===== src/rtl/geohash_stream_decoder_defines.svh =====
// Assertion macros used by the back end of the geohash stream decoder RTL.
`ifndef GEOHASH_STREAM_DECODER_DEFINES_SVH
`define GEOHASH_STREAM_DECODER_DEFINES_SVH

// Same-cycle implication, clocked on aclk and disabled while aresetn is low.
`define GSD_ASSERT_IMPL(label, ante, cons, msg) \
    label: assert property (@(posedge aclk) disable iff (!aresetn) (ante) |-> (cons)) \
        else $error(msg);

// Next-cycle implication, clocked on aclk and disabled while aresetn is low.
`define GSD_ASSERT_NEXT(label, ante, cons, msg) \
    label: assert property (@(posedge aclk) disable iff (!aresetn) (ante) |=> (cons)) \
        else $error(msg);

`endif


===== src/rtl/gsd_pkg.sv =====
// Shared constants and types of the geohash stream decoder.
`timescale 1ns / 1ps
`default_nettype none

package gsd_pkg;

    // Longest text that is decoded; longer text reports a length error.
    localparam int GSD_MAX_LEN = 12;
    // The digit count saturates here, one past the longest legal text.
    localparam int GSD_COUNT_SAT = 13;
    // Bits kept per axis accumulator.
    localparam int GSD_ACC_W = 30;
    // Default number of entries in the queue between front and back.
    localparam int GSD_QUEUE_DEPTH = 4;

    typedef enum logic [1:0] {
        GSD_OK       = 2'd0,
        GSD_BAD_LEN  = 2'd1,
        GSD_BAD_CHAR = 2'd2
    } gsd_status_t;

    // One classified character as it travels from front to back.
    typedef struct packed {
        logic       is_space;
        logic       is_digit;
        logic [4:0] digit;
        logic       last;
    } gsd_word_t;

endpackage

`default_nettype wire


===== src/rtl/gsd_front.sv =====
// Front end: accepts characters, classifies them and registers the result.
`timescale 1ns / 1ps
`default_nettype none

module gsd_front (
    input  wire logic              aclk,
    input  wire logic              aresetn,
    input  wire logic              s_valid,
    output logic                   s_ready,
    input  wire logic [7:0]        s_char_code,
    input  wire logic              s_last_char,
    output logic                   f_valid,
    input  wire logic              f_ready,
    output gsd_pkg::gsd_word_t     f_word
);
    import gsd_pkg::*;

    // Base-32 alphabet, first character in the top byte.
    localparam logic [255:0] ALPHABET = "0123456789bcdefghjkmnpqrstuvwxyz";

    logic      valid_reg;
    gsd_word_t word_reg;
    gsd_word_t word_next;
    logic [7:0] lower;
    logic       take;

    // Fold upper case onto lower case, then search the alphabet.
    always_comb begin
        lower = s_char_code;
        if (s_char_code >= 8'h41 && s_char_code <= 8'h5A) begin
            lower = s_char_code + 8'h20;
        end
        word_next.is_space = (s_char_code >= 8'h09 && s_char_code <= 8'h0D)
                             || (s_char_code == 8'h20);
        word_next.is_digit = 1'b0;
        word_next.digit    = 5'd0;
        word_next.last     = s_last_char;
        for (int i = 0; i < 32; i++) begin
            if (ALPHABET[255 - 8 * i -: 8] == lower) begin
                word_next.is_digit = 1'b1;
                word_next.digit    = 5'(i);
            end
        end
    end

    // The stage takes a new word when it is empty or its word moves on.
    assign s_ready = !valid_reg || f_ready;
    assign take    = s_valid && s_ready;

    always_ff @(posedge aclk) begin
        if (!aresetn) begin
            valid_reg <= 1'b0;
        end else if (s_ready) begin
            valid_reg <= s_valid;
        end
    end

    always_ff @(posedge aclk) begin
        if (take) begin
            word_reg <= word_next;
        end
    end

    assign f_valid = valid_reg;
    assign f_word  = word_reg;

endmodule

`default_nettype wire


===== src/rtl/gsd_queue.sv =====
// Small queue of classified words between the front and the back end.
`timescale 1ns / 1ps
`default_nettype none

module gsd_queue #(
    parameter int Depth = gsd_pkg::GSD_QUEUE_DEPTH
) (
    input  wire logic               aclk,
    input  wire logic               aresetn,
    input  wire logic               in_valid,
    output logic                    in_ready,
    input  wire gsd_pkg::gsd_word_t in_word,
    output logic                    out_valid,
    input  wire logic               out_ready,
    output gsd_pkg::gsd_word_t      out_word
);
    import gsd_pkg::*;

    // User keeps Depth a power of two, at least two (unenforced): pointers wrap.
    localparam int PTR_W = $clog2(Depth);
    localparam int CNT_W = $clog2(Depth + 1);

    gsd_word_t          entry_reg [Depth];
    logic [PTR_W-1:0]   wr_ptr_reg;
    logic [PTR_W-1:0]   rd_ptr_reg;
    logic [CNT_W-1:0]   count_reg;
    logic               push;
    logic               pop;

    assign in_ready  = (count_reg != CNT_W'(Depth));
    assign out_valid = (count_reg != '0);
    assign push      = in_valid && in_ready;
    assign pop       = out_valid && out_ready;
    assign out_word  = entry_reg[rd_ptr_reg];

    // Pointers and fill count.
    always_ff @(posedge aclk) begin
        if (!aresetn) begin
            wr_ptr_reg <= '0;
            rd_ptr_reg <= '0;
            count_reg  <= '0;
        end else begin
            if (push) begin
                wr_ptr_reg <= wr_ptr_reg + 1'b1;
            end
            if (pop) begin
                rd_ptr_reg <= rd_ptr_reg + 1'b1;
            end
            if (push && !pop) begin
                count_reg <= count_reg + 1'b1;
            end else if (pop && !push) begin
                count_reg <= count_reg - 1'b1;
            end
        end
    end

    // Entry storage.
    always_ff @(posedge aclk) begin
        if (push) begin
            entry_reg[wr_ptr_reg] <= in_word;
        end
    end

endmodule

`default_nettype wire


===== src/rtl/gsd_back.sv =====
// Back end: accumulates digit bits and builds the result on the last word.
`timescale 1ns / 1ps
`default_nettype none
`include "geohash_stream_decoder_defines.svh"

module gsd_back (
    input  wire logic               aclk,
    input  wire logic               aresetn,
    input  wire logic               q_valid,
    output logic                    q_ready,
    input  wire gsd_pkg::gsd_word_t q_word,
    output logic                    m_valid,
    input  wire logic               m_ready,
    output logic [1:0]              m_status,
    output logic [3:0]              m_digit_count,
    output logic signed [31:0]      m_lat_low,
    output logic signed [31:0]      m_lat_high,
    output logic signed [32:0]      m_lon_low,
    output logic signed [32:0]      m_lon_high,
    output logic signed [31:0]      m_lat_center,
    output logic signed [32:0]      m_lon_center,
    output logic [30:0]             m_lat_half_size,
    output logic [31:0]             m_lon_half_size
);
    import gsd_pkg::*;

    localparam int          ACC_W     = GSD_ACC_W;
    localparam logic [3:0]  MAX_LEN   = 4'(GSD_MAX_LEN);
    localparam logic [3:0]  COUNT_SAT = 4'(GSD_COUNT_SAT);

    // Accumulator state.
    logic [ACC_W-1:0] lat_bits_reg, lat_bits_next;
    logic [ACC_W-1:0] lon_bits_reg, lon_bits_next;
    logic [3:0]       digits_seen_reg, digits_seen_next;
    logic             bad_char_reg, bad_char_next;

    // Output register.
    logic               m_valid_reg;
    gsd_status_t        status_reg, status_next;
    logic [3:0]         count_reg;
    logic signed [31:0] lat_low_reg, lat_low_next;
    logic signed [31:0] lat_high_reg, lat_high_next;
    logic signed [32:0] lon_low_reg, lon_low_next;
    logic signed [32:0] lon_high_reg, lon_high_next;
    logic signed [31:0] lat_center_reg, lat_center_next;
    logic signed [32:0] lon_center_reg, lon_center_next;
    logic [30:0]        lat_half_reg, lat_half_next;
    logic [31:0]        lon_half_reg, lon_half_next;

    logic        out_free;
    logic        pop;
    logic [6:0]  five_n;
    logic [6:0]  five_n_up;
    logic [5:0]  lat_n;
    logic [5:0]  lon_n;
    logic [5:0]  lat_shift;
    logic [5:0]  lon_shift;
    logic [30:0] lat_aligned;
    logic [31:0] lon_aligned;
    logic [30:0] lat_half;
    logic [31:0] lon_half;
    logic signed [31:0] lat_low;
    logic signed [32:0] lon_low;

    // A last word waits until the output register is free; others go at once.
    assign out_free = !m_valid_reg || m_ready;
    assign q_ready  = !q_word.last || out_free;
    assign pop      = q_valid && q_ready;

    // Count the character and split the digit bits over the two axes.
    // Even digits give longitude three bits, odd digits give latitude three.
    always_comb begin
        lat_bits_next    = lat_bits_reg;
        lon_bits_next    = lon_bits_reg;
        digits_seen_next = digits_seen_reg;
        bad_char_next    = bad_char_reg;
        if (!q_word.is_space) begin
            if (digits_seen_reg < COUNT_SAT) begin
                digits_seen_next = digits_seen_reg + 4'd1;
            end
            if (digits_seen_reg < MAX_LEN) begin
                if (!q_word.is_digit) begin
                    bad_char_next = 1'b1;
                end else if (!digits_seen_reg[0]) begin
                    lon_bits_next = {lon_bits_reg[ACC_W-4:0],
                                     q_word.digit[4], q_word.digit[2], q_word.digit[0]};
                    lat_bits_next = {lat_bits_reg[ACC_W-3:0],
                                     q_word.digit[3], q_word.digit[1]};
                end else begin
                    lon_bits_next = {lon_bits_reg[ACC_W-3:0],
                                     q_word.digit[3], q_word.digit[1]};
                    lat_bits_next = {lat_bits_reg[ACC_W-4:0],
                                     q_word.digit[4], q_word.digit[2], q_word.digit[0]};
                end
            end
        end
    end

    // Bit counts per axis: latitude gets 5n/2 bits, longitude (5n+1)/2.
    assign five_n    = {1'b0, digits_seen_next, 2'b00} + 7'(digits_seen_next);
    assign five_n_up = five_n + 7'd1;
    assign lat_n     = five_n[6:1];
    assign lon_n     = five_n_up[6:1];
    assign lat_shift = 6'd31 - lat_n;
    assign lon_shift = 6'd32 - lon_n;

    // Left-align the accumulated bits to get the offset of the low edge.
    assign lat_aligned = 31'(lat_bits_next) << lat_shift;
    assign lon_aligned = 32'(lon_bits_next) << lon_shift;
    assign lat_half    = 31'h4000_0000 >> lat_n;
    assign lon_half    = 32'h8000_0000 >> lon_n;
    assign lat_low     = $signed({1'b0, lat_aligned}) - 32'sh4000_0000;
    assign lon_low     = $signed({1'b0, lon_aligned}) - 33'sh0_8000_0000;

    // Status and cell geometry; any error clears the geometry.
    always_comb begin
        if (digits_seen_next == 4'd0 || digits_seen_next > MAX_LEN) begin
            status_next = GSD_BAD_LEN;
        end else if (bad_char_next) begin
            status_next = GSD_BAD_CHAR;
        end else begin
            status_next = GSD_OK;
        end
        if (status_next == GSD_OK) begin
            lat_low_next    = lat_low;
            lat_high_next   = lat_low + $signed({lat_half, 1'b0});
            lat_center_next = lat_low + $signed({1'b0, lat_half});
            lon_low_next    = lon_low;
            lon_high_next   = lon_low + $signed({lon_half, 1'b0});
            lon_center_next = lon_low + $signed({1'b0, lon_half});
            lat_half_next   = lat_half;
            lon_half_next   = lon_half;
        end else begin
            lat_low_next    = '0;
            lat_high_next   = '0;
            lat_center_next = '0;
            lon_low_next    = '0;
            lon_high_next   = '0;
            lon_center_next = '0;
            lat_half_next   = '0;
            lon_half_next   = '0;
        end
    end

    // Accumulators restart after every last word.
    always_ff @(posedge aclk) begin
        if (!aresetn) begin
            lat_bits_reg    <= '0;
            lon_bits_reg    <= '0;
            digits_seen_reg <= '0;
            bad_char_reg    <= 1'b0;
        end else if (pop) begin
            if (q_word.last) begin
                lat_bits_reg    <= '0;
                lon_bits_reg    <= '0;
                digits_seen_reg <= '0;
                bad_char_reg    <= 1'b0;
            end else begin
                lat_bits_reg    <= lat_bits_next;
                lon_bits_reg    <= lon_bits_next;
                digits_seen_reg <= digits_seen_next;
                bad_char_reg    <= bad_char_next;
            end
        end
    end

    // Output valid flag.
    always_ff @(posedge aclk) begin
        if (!aresetn) begin
            m_valid_reg <= 1'b0;
        end else if (pop && q_word.last) begin
            m_valid_reg <= 1'b1;
        end else if (m_ready) begin
            m_valid_reg <= 1'b0;
        end
    end

    // Output payload.
    always_ff @(posedge aclk) begin
        if (pop && q_word.last) begin
            status_reg     <= status_next;
            count_reg      <= digits_seen_next;
            lat_low_reg    <= lat_low_next;
            lat_high_reg   <= lat_high_next;
            lon_low_reg    <= lon_low_next;
            lon_high_reg   <= lon_high_next;
            lat_center_reg <= lat_center_next;
            lon_center_reg <= lon_center_next;
            lat_half_reg   <= lat_half_next;
            lon_half_reg   <= lon_half_next;
        end
    end

    assign m_valid         = m_valid_reg;
    assign m_status        = status_reg;
    assign m_digit_count   = count_reg;
    assign m_lat_low       = lat_low_reg;
    assign m_lat_high      = lat_high_reg;
    assign m_lon_low       = lon_low_reg;
    assign m_lon_high      = lon_high_reg;
    assign m_lat_center    = lat_center_reg;
    assign m_lon_center    = lon_center_reg;
    assign m_lat_half_size = lat_half_reg;
    assign m_lon_half_size = lon_half_reg;

    // A finished text leaves the accumulators clear for the next one.
    `GSD_ASSERT_NEXT(a_clear_after_last, pop && q_word.last, digits_seen_reg == 4'd0 && lat_bits_reg == '0 && lon_bits_reg == '0 && !bad_char_reg, "accumulators not cleared after last word")
    // An error result carries no cell size.
    `GSD_ASSERT_IMPL(a_error_zero_size, m_valid_reg && status_reg != GSD_OK, lat_half_reg == '0 && lon_half_reg == '0, "error result with nonzero cell size")
    // A good result has its edges one full cell apart on both axes.
    `GSD_ASSERT_IMPL(a_ok_cell_span, m_valid_reg && status_reg == GSD_OK, (lat_high_reg - lat_low_reg == $signed(32'(lat_half_reg) << 1)) && (lon_high_reg - lon_low_reg == $signed(33'(lon_half_reg) << 1)), "cell edges do not match cell size")

endmodule

`default_nettype wire


===== src/rtl/geohash_stream_decoder.sv =====
// Top level of the geohash stream decoder: front end, queue and back end.
`timescale 1ns / 1ps
`default_nettype none

// Decodes geohash text streamed one ASCII byte per word, with s_last_char on
// the final byte, into one result word: status, digit count, bounding box,
// centre and half sizes in fixed point (latitude 2^31 units per 180 degrees,
// longitude 2^32 units per 360 degrees). The block takes one byte per clock
// cycle, sustained, while s_ready is high; it drops when the queue fills
// behind a result held by m_ready. The last byte goes through the front
// register and a queue entry before the back end's output register loads
// the result. The queue between front and back holds QueueDepth words, which
// the user keeps a power of two, at least two (unchecked by the block), so
// either side may stall without stopping the other; no memory, no clearing pass.
module geohash_stream_decoder #(
    parameter int QueueDepth = gsd_pkg::GSD_QUEUE_DEPTH
) (
    input  wire logic               aclk,
    input  wire logic               aresetn,
    input  wire logic               s_valid,
    output logic                    s_ready,
    input  wire logic [7:0]         s_char_code,
    input  wire logic               s_last_char,
    output logic                    m_valid,
    input  wire logic               m_ready,
    output logic [1:0]              m_status,
    output logic [3:0]              m_digit_count,
    output logic signed [31:0]      m_lat_low,
    output logic signed [31:0]      m_lat_high,
    output logic signed [32:0]      m_lon_low,
    output logic signed [32:0]      m_lon_high,
    output logic signed [31:0]      m_lat_center,
    output logic signed [32:0]      m_lon_center,
    output logic [30:0]             m_lat_half_size,
    output logic [31:0]             m_lon_half_size
);
    import gsd_pkg::*;

    logic      f_valid;
    logic      f_ready;
    gsd_word_t f_word;
    logic      q_valid;
    logic      q_ready;
    gsd_word_t q_word;

    // Classify each byte as whitespace, digit or invalid.
    gsd_front u_front (
        .aclk        (aclk),
        .aresetn     (aresetn),
        .s_valid     (s_valid),
        .s_ready     (s_ready),
        .s_char_code (s_char_code),
        .s_last_char (s_last_char),
        .f_valid     (f_valid),
        .f_ready     (f_ready),
        .f_word      (f_word)
    );

    // Decouple the front end from the back end.
    gsd_queue #(
        .Depth (QueueDepth)
    ) u_queue (
        .aclk      (aclk),
        .aresetn   (aresetn),
        .in_valid  (f_valid),
        .in_ready  (f_ready),
        .in_word   (f_word),
        .out_valid (q_valid),
        .out_ready (q_ready),
        .out_word  (q_word)
    );

    // Accumulate bits and produce the result.
    gsd_back u_back (
        .aclk            (aclk),
        .aresetn         (aresetn),
        .q_valid         (q_valid),
        .q_ready         (q_ready),
        .q_word          (q_word),
        .m_valid         (m_valid),
        .m_ready         (m_ready),
        .m_status        (m_status),
        .m_digit_count   (m_digit_count),
        .m_lat_low       (m_lat_low),
        .m_lat_high      (m_lat_high),
        .m_lon_low       (m_lon_low),
        .m_lon_high      (m_lon_high),
        .m_lat_center    (m_lat_center),
        .m_lon_center    (m_lon_center),
        .m_lat_half_size (m_lat_half_size),
        .m_lon_half_size (m_lon_half_size)
    );

endmodule

`default_nettype wire


===== config.mk =====
export PLATFORM = sky130hd
export DESIGN_NAME = geohash_stream_decoder
export DESIGN_NICKNAME = d
export VERILOG_FILES = /design/src/rtl/gsd_pkg.sv /design/src/rtl/gsd_front.sv /design/src/rtl/gsd_queue.sv /design/src/rtl/gsd_back.sv /design/src/rtl/geohash_stream_decoder.sv
export VERILOG_INCLUDE_DIRS = /design/src /design/src/rtl
export SDC_FILE = /design/constraint.sdc
export NUM_CORES = 1
export LEC_CHECK = 0
export CAP_MARGIN = 30
export CORE_AREA = 2 2 216 218
export DETAILED_ROUTE_END_ITERATION = 8
export DIE_AREA = 0 0 218 220
export DONT_BUFFER_PORTS = 1
export GPL_ROUTABILITY_DRIVEN = 0
export MAX_ROUTING_LAYER = met4
export PLACE_DENSITY = 0.73
export RECOVER_POWER = 100
export SLEW_MARGIN = 20
export SYNTH_ARGS = -nofsm -noshare
export SYNTH_HDL_FRONTEND = slang
export SYNTH_SLANG_ARGS = --single-unit

===== constraint.sdc =====
create_clock -name aclk -period 8.4 [get_ports aclk]
set_clock_uncertainty 0.2 [all_clocks]
set_input_delay 1.68 -clock aclk [delete_from_list [all_inputs] [get_ports aclk]]
set_output_delay 1.68 -clock aclk [all_outputs]
set_load 0.01 [all_outputs]

==> reports/results.ini <==
[synth]
synth_ff_type = edfxtp_1
netlist_area_mm2 = 0.02488
postSynthAreaPerCell_um2 = 10.09
synthTopCellsByCount = nor2_1 (363), edfxtp_1 (300), mux2i_1 (169)
ys_ff_latch = 376
yosysTopAreaCell = edfxtp_1
synthDistinctLibCells = 81
yosysMostFrequentCell = nor2_1
synth_top_cell_area_share_pct = 36.20
synth_edf_count = 300
async_reset_ff_share_pct = 0
syn_nets = 2628
synthCells = 2465
synth_seq_area_share_pct = 42.32
yosys-top-cells-area = edfxtp_1 (36%), ha_1 (7.2%), mux2i_1 (6.8%)
ys_warn_count = 0

[placement]
placed_cell_area_mm2 = 0.02536
port_buffers = 0
dp_hpwl_um = 49270
dpl.cell_count = 2971

[clock_network]
cts_tree = yes
cts_setup_buffers = 0
cts.path.max_buffers = 3
clock-sinks = 376
htree_levels = 2
clk_latency_ns = 0.57
cts-root-buf = clkbuf_16
cts_made_buffers = 40
clk_pin_slew_worst_paths_ns = 0.07

[drt]
wl_per_cell_um = 22.09
drt_iter0_drc = 1867
firstDrtPassIters = 6
ant_nets = 0
drt_wl_total_um = 67220
drc = 0
viasPerCell = 6.316
vias = 19220

[floorplanning]
core_mm2 = 0.04586
ios = 279
die_area_mm2 = 0.04796
dieHeight_um = 220
die_w_um = 218
initial_core_util_pct = 54.25
num_rows = 79

[global_route]
grt_pass1_vias = 18035
antenna_found_initial = 0
grt_use_total_pct = 27.86
grt_max_degree = 174
grt.overflow.total = 0
grt_pass1_wl_um = 101400

[finish]
antennaDiodeCount = 0
final_cell_area_mm2 = 0.02667
drive_gt1_share_pct = 9.729
final_util_pct = 58.15
syn_to_final_growth_pct = 7.191
stdcell_count = 3043
nets = 2571

[worst_setup_path]
cp.required_ns = 8.52
crit_family = compound AO/OA/AOI/OAI gates
critPathMaxFanout = 28
end_kind = flip-flop
max_stage_delay_ns = 0.87
critPathKind = flip-flop to flip-flop
critPathArrivalTime_ns = 8.07
slowest_stage = o41ai_1
path_buf_inv = 3
cp-start-kind = flip-flop
critPathMostFrequentCell = a21oi_1

[power]
pwr_density_cell_mw_per_mm2 = 335.8
ir_drop_mv = 0.3812
leakagePower_nw = 10.40
power_mw = 8.956

[sta]
tightest_slew_ns = 4.306
drv_slew = 423
tns_ns = 0
post-route-period-util_pct = 94.61
finalHoldViolCount = 0
rsz0062_at_grt = no
max_slew_margin_pct = -187.1
layout_min_cycle_time_ns = 7.947
max_freq_mhz = 125.8
finalSetupViolCount = 0

[run]
maxCapViolations = 6

[hold_path]
hold_path_class = flip-flop to flip-flop

[status]
status = finished, violations left
violations = capacitance limit, slew limit

## layout make-up
| class | count | area, µm² |
|---|---|---|
| fill | 3909 | 19190 |
| multi-input combinational | 1897 | 13610 |
| sequential | 376 | 10530 |
| clock buffer | 45 | 1051 |
| tap | 607 | 759.5 |
| clock inverter | 25 | 267.8 |
| timing repair buffer | 35 | 237.7 |
| inverter | 58 | 217.7 |
## placed cells by master (no fill, tap or decap), types with 32 or more instances in the layout
cell | synthesis | routed
ha_1 | 144 | 143
clkbuf_16 | 0 | 41
xor2_1 | 46 | 46
nor3_1 | 66 | 65
mux2i_1 | 169 | 169
a21oi_1 | 128 | 127
dfxtp_1 | 76 | 75
mux4_2 | 32 | 32
nor2_1 | 363 | 362
nand2b_1 | 38 | 37
mux2_2 | 74 | 74
nand2_1 | 122 | 122
and2_0 | 0 | 42
inv_1 | 51 | 52
xnor2_1 | 51 | 48
nor2b_1 | 82 | 82
edfxtp_1 | 300 | 300
nand3_1 | 38 | 38
a21o_1 | 48 | 48
a22oi_1 | 58 | 58
o21ai_0 | 104 | 103
## layer usage
layer | wire length, µm | vias up | global-route usage [%]
li1 | - | 8938 | -
met1 | 28100 | 9224 | 36.35
met2 | 30890 | 878 | 43.37
met4 | 2643 | 0 | 10.41
met5 | 0 | - | -
met3 | 5582 | 180 | 5.148
## worst register-to-register path, cell delays in order, from the launching register on
cell and delay (ns):
dfxtp_1 0.35, mux4_2 0.62, nand2b_4 0.20, o21ai_1 0.25, inv_2 0.15, ha_2 0.46, xor2_1 0.36, inv_1 0.12
ha_1 0.24, ha_1 0.32, buf_4 0.36, mux2_2 0.40, a21oi_1 0.18, nor2_1 0.06, a21oi_1 0.50, nor2_1 0.15
ha_1 0.42, a211o_1 0.17, nand2b_1 0.10, a21oi_1 0.06, o41ai_1 0.87, a31oi_1 0.28, o21bai_1 0.22, a21oi_1 0.13
o21ai_0 0.23, xor2_1 0.11, and2_0 0.17
## cell families after synthesis
| logic type | count (synthesis) | synth area share, % |
|---|---|---|
| compound gates | 511 | 13.34 |
| xor+xnor | 103 | 3.852 |
| fa+ha+maj | 150 | 7.724 |
| buf+inv | 192 | 3.213 |
| flops | 376 | 42.32 |
| mux | 277 | 13.16 |
| simple gates | 856 | 16.40 |
## power by group
group          internal (mW)  switching [mW]  total (mW)
Sequential              2.83           0.527        3.35
Clock                   1.05           0.754        1.81
Combinational           1.17            2.62        3.79
Total                   5.05            3.91        8.96
## timing repair
action	4_1_cts	5_1_grt
endpoints found under the setup margin	0	19
resized for setup	0	4
hold buffers	0	0
endpoints found under the hold margin	0	0
## metrics by stage
stage / hold WS, ns / setup WS, ns
final: 0.3020 / 0.4527
after global routing: 0.3280 / 0.01891
after CTS: 0.2956 / 0.02738
after detailed placement: 0.2807 / 0.06683
after global placement: 0.2719 / 0.4229
after floorplan: 0.2587 / 0.1345
## worst paths after layout
path / start / endpoint / slack, ns / depth (start not counted)
max: flip-flop / u_back.m_lon_high[22] / 0.45 / 26
min: u_front.f_word[1] / u_queue.entry_reg[2][1] / 0.30 / 0
max reg2reg: flip-flop / u_back.m_lon_high[22] / 0.45 / 26
min reg2reg: u_front.f_word[1] / u_queue.entry_reg[2][1] / 0.30 / 0
Power figures use the tool's default switching activity.
